`src/hw/rtl/hsd_ram.sv`:
```
// Generic single-write, single-read RAM with registered read data.
`timescale 1ns / 1ps

module hsd_ram #(
    parameter int WIDTH = 8,
    parameter int DEPTH = 16
) (
    input  logic                     clk,
    input  logic                     we,
    input  logic [$clog2(DEPTH)-1:0] waddr,
    input  logic [WIDTH-1:0]         wdata,
    input  logic [$clog2(DEPTH)-1:0] raddr,
    output logic [WIDTH-1:0]         rdata
);

    logic [WIDTH-1:0] mem [DEPTH];

    // Write port and registered read port.
    always_ff @(posedge clk)
    begin
        if (we)
        begin
            mem[waddr] <= wdata;
        end
        rdata <= mem[raddr];
    end

endmodule

```
`config.mk`:
```
export PLATFORM = sky130hd
export DESIGN_NAME = hsd_ram
export DESIGN_NICKNAME = d
export VERILOG_FILES = /design/src/hw/rtl/hsd_ram.sv
export SDC_FILE = /design/constraint.sdc
export NUM_CORES = 1
export LEC_CHECK = 0
export ABC_AREA = 1
export BUFFER_PORTS_ARGS = -buffer_cell sky130_fd_sc_hd__buf_2
export CAP_MARGIN = 20
export CORE_MARGIN = 4
export CORE_UTILIZATION = 45
export CTS_CLUSTER_SIZE = 16
export DETAILED_ROUTE_END_ITERATION = 8
export SLEW_MARGIN = 20
export SYNTH_ARGS = -nofsm -noshare
export SYNTH_HDL_FRONTEND = slang
export SYNTH_SLANG_ARGS = --single-unit
```
`constraint.sdc`:
```
create_clock -name clk -period 2.95 [get_ports clk]
set_input_delay 0.59 -clock clk [delete_from_list [all_inputs] [get_ports clk]]
set_output_delay 0.59 -clock clk [all_outputs]
set_load 0.01 [all_outputs]
```
* Word-level counts from Yosys, hierarchy flattened
Memories as Yosys holds them, arrays and structs flattened. A register that Yosys moved wholly into a read port is not among the register bits.
Index checks and enable logic that the tools add are counted.
** Storage, ports and cells
- Register bits after elaboration :: 0
- RAM bits :: 128
- Input port bits :: 18
- Word-level logic and storage cells :: 3
- Memories :: 1
** Cells by class
- Muxes and demuxes :: 2
** Memory list
- mem :: depth 16, bits a word 8, rd ports 1, clocked after memory_dff 1, wr ports 1, line 16 : logic [WIDTH-1:0] mem [DEPTH];
** Operator list (count)
- 2-to-1 mux 1 bit :: 2

* Logic depth before layout (Yosys ltp)
- Depth after elaboration :: 2
- Depth in mapped cells :: 8
- Gate-level depth less buffers :: 7

* Worst setup path after synthesis
OpenSTA, ideal clock, no wires.
- Path type :: input to register
- From :: in waddr[2]
- To :: mem mem[10][0], enable pin
- Library setup time :: 0.370 ns
- Arrival :: 1.171 ns
- Slack :: 1.409 ns
- Stages :: 2
- Path buffers :: 0
- Cell sequence :: nand3b_1 -> nor2_1
** RTL lines
- start, declared :: line 10 : input logic [$clog2(DEPTH)-1:0] waddr,
- end, declared :: line 16
No word-level cell before the write port.

* Worst setup path in the final report
- From :: in we
- To :: mem mem[13][4], enable pin
** Between the ends
- Word-level cells in the longest chain between the ends :: 2
** RTL lines
- start, declared :: line 9 : input logic we,
- 2-to-1 mux 1 bit :: line 21 : if (we)
- 2-to-1 mux 1 bit (not written as such) :: line 23 : mem[waddr] <= wdata;
Every way passes these cells.

==> qor.csv <==
metric;value;unit
status;completed;
maxSlewHeadroom;33.8;%
ir_drop;0.429;mV
yosysWarnings;0;
fin_setup_tns;0;ps
yosys.area.top_type;edfxtp_1;
seq_area_frac_synth;69.4;%
cp_slowest_cell;nor2_1;
vias;3654;
worst_ep_arrival_time;1680;ps
end_kind;flop;
cts_setup_buffers;0;
seqCellArea;4000;sq um
cts_tree;done;
fin_nets;592;
p_per_area;695;nW/um^2
ys_top_cells_by_area;edfxtp_1, nand2_1, nand3_1, inv_1, dfxtp_1;
setup_viol;0;
firstDrtPassIters;7;
hold_viol;0;
hpwlAfterDp;7610;microns
row_count;41;
wl_per_cell;16.5;microns
synth_largest_type_area_fraction;66.7;%
grt_pass1_vias;3489;
synthesis.area;5770;sq um
grt_overflow_total;0;
antenna_found_initial;0;
crit_chain;buf_2, nand3_1, nor2_1;
max_freq;608;MHz
drv_slew;0;
io_buffers;25;
startpoint_type;primary input;
vias_per_cell;4.81;
clk_path_buf_depth;2;
first_iter_violations;383;
clk_latency;420;ps
core;12600;sq um
ctsResizeCount;0;
syn-num-nets;569;
antenna_cells;0;
gp_congestion;0.795;
cts_root_buf;clkbuf_16;
multi_input_area;1210;sq um
die_w;121;microns
cap_violations;0;
cpPeakStageDelay;800;ps
instances_no_fill;759;
clkTransAtPathRegs;60;ps
hold_class;in -> reg;
ios;26;
drive_above_1_share;9.71;%
grt_usage;18.4;%
synth-seq-cells;136;
skew;7.13;ps
finalCritPeriodShare;55.7;%
path_class;in -> reg;
grt_max_degree;65;
tightest_slew;990;ps
totalWireLength;12500;microns
layout_setup_ws;1310;ps
dp_cells;727;
area_growth;14.1;%
numCtsBuffers;17;
path_max_fanout;8;
critical_path_required;2990;ps
power.leakage;2.83;nW
syn_inst;551;
ys_types;12;
die_h;121;microns
syn_area_per_cell;10.5;sq um
drc;0;
initial_utilization;45.9;%
h-tree-depth;4;
cts-hold-fix-buffers;0;
rsz0062_at_grt;no;
fillers;1097;
clkSinkCount;136;
dpl_worst_slack;916;ps
postRouteAntennaNets;0;
dieArea;14700;sq um
grt_first_pass_wirelength;19900;microns
postLayoutCoreUtil;52.3;%
period_minus_slack;1640;ps
## cells in the final DEF (no fill, tap or decap), types with 2 or more instances in the layout
| cell | netlist | routed |
|---|---|---|
| buf_2 | 13 | 25 |
| buf_4 | 4 | 2 |
| bufinv_16 | 0 | 3 |
| clkbuf_1 | 0 | 4 |
| clkbuf_16 | 0 | 17 |
| clkbuf_8 | 0 | 3 |
| clkinv_2 | 0 | 2 |
| dfxtp_1 | 8 | 8 |
| edfxtp_1 | 128 | 128 |
| inv_1 | 100 | 100 |
| inv_2 | 2 | 2 |
| nand2_1 | 173 | 173 |
| nand3_1 | 97 | 97 |
| nand3b_1 | 2 | 2 |
| nor2_1 | 17 | 17 |
## cell type report
cell class | count | share of cell area [%]
multi-input combinational | 289 | 18.5
timing repair buffer | 28 | 2.43
sequential | 136 | 60.9
inverter | 102 | 5.82
tap | 172 | 3.27
clock inverter | 8 | 1.83
clock buffer | 24 | 7.32
## worst max-delay path, delay by kind of cell
kind	cells	cell delay (ps)
and+or+nand+nor	2	980
buffers and inverters	1	110
## power by group
group	internal [mW]	leakage [nW]	switching, mW
clock	1.39	0.292	0.751
combinational	0.0706	1.31	0.183
sequential	2.16	1.22	0.0134
## registers in the layout (all words and copies together) (netlist names)
| signal | count |
|---|---|
| mem | 128 |
| rdata | 8 |
## cells in the mapped netlist
master,count
nand3b_1,2
edfxtp_1,128
buf_2,13
inv_1,100
nand2_1,173
buf_4,4
dfxtp_1,8
buf_1,1
nor2_1,17
inv_2,2
nand3_1,97
buf_6,6
## worst paths after layout
check                                 from    endpoint  slack, ps  depth (start not counted)
worst max-delay path                    we  mem[13][4]       1310                          3
worst min-delay path              raddr[3]    rdata[6]        530                          3
worst max register to register   mem[0][7]    rdata[7]       1890                          6
worst min register to register  mem[12][5]    rdata[5]        670                          6
## routing by layer
layer	global-route usage [%]	vias up	routed length [microns]
li1	-	1817	-
met1	26.2	1696	5700
met2	27.1	127	5720
met3	5.50	14	903
met4	6.02	0	187
met5	0	-	0
## through the flow
stage	power [mW]	cell area [sq um]	hold slack (ps)
after floorplan	2.37	5770	607
after global placement	2.47	5980	655
after detailed placement	2.47	5980	661
after CTS	4.59	6580	526
after global routing	4.73	6580	537
final	4.57	6580	533
## cell families (layout without fill, tap and decap cells)
kind of cell,after synthesis,in the layout,share of synthesized area (%)
flip-flops,136,136,69.4
buffers and inverters,126,162,9.52
AND/OR/NAND/NOR,289,289,21.0
(Power assumes the default switching activity.)
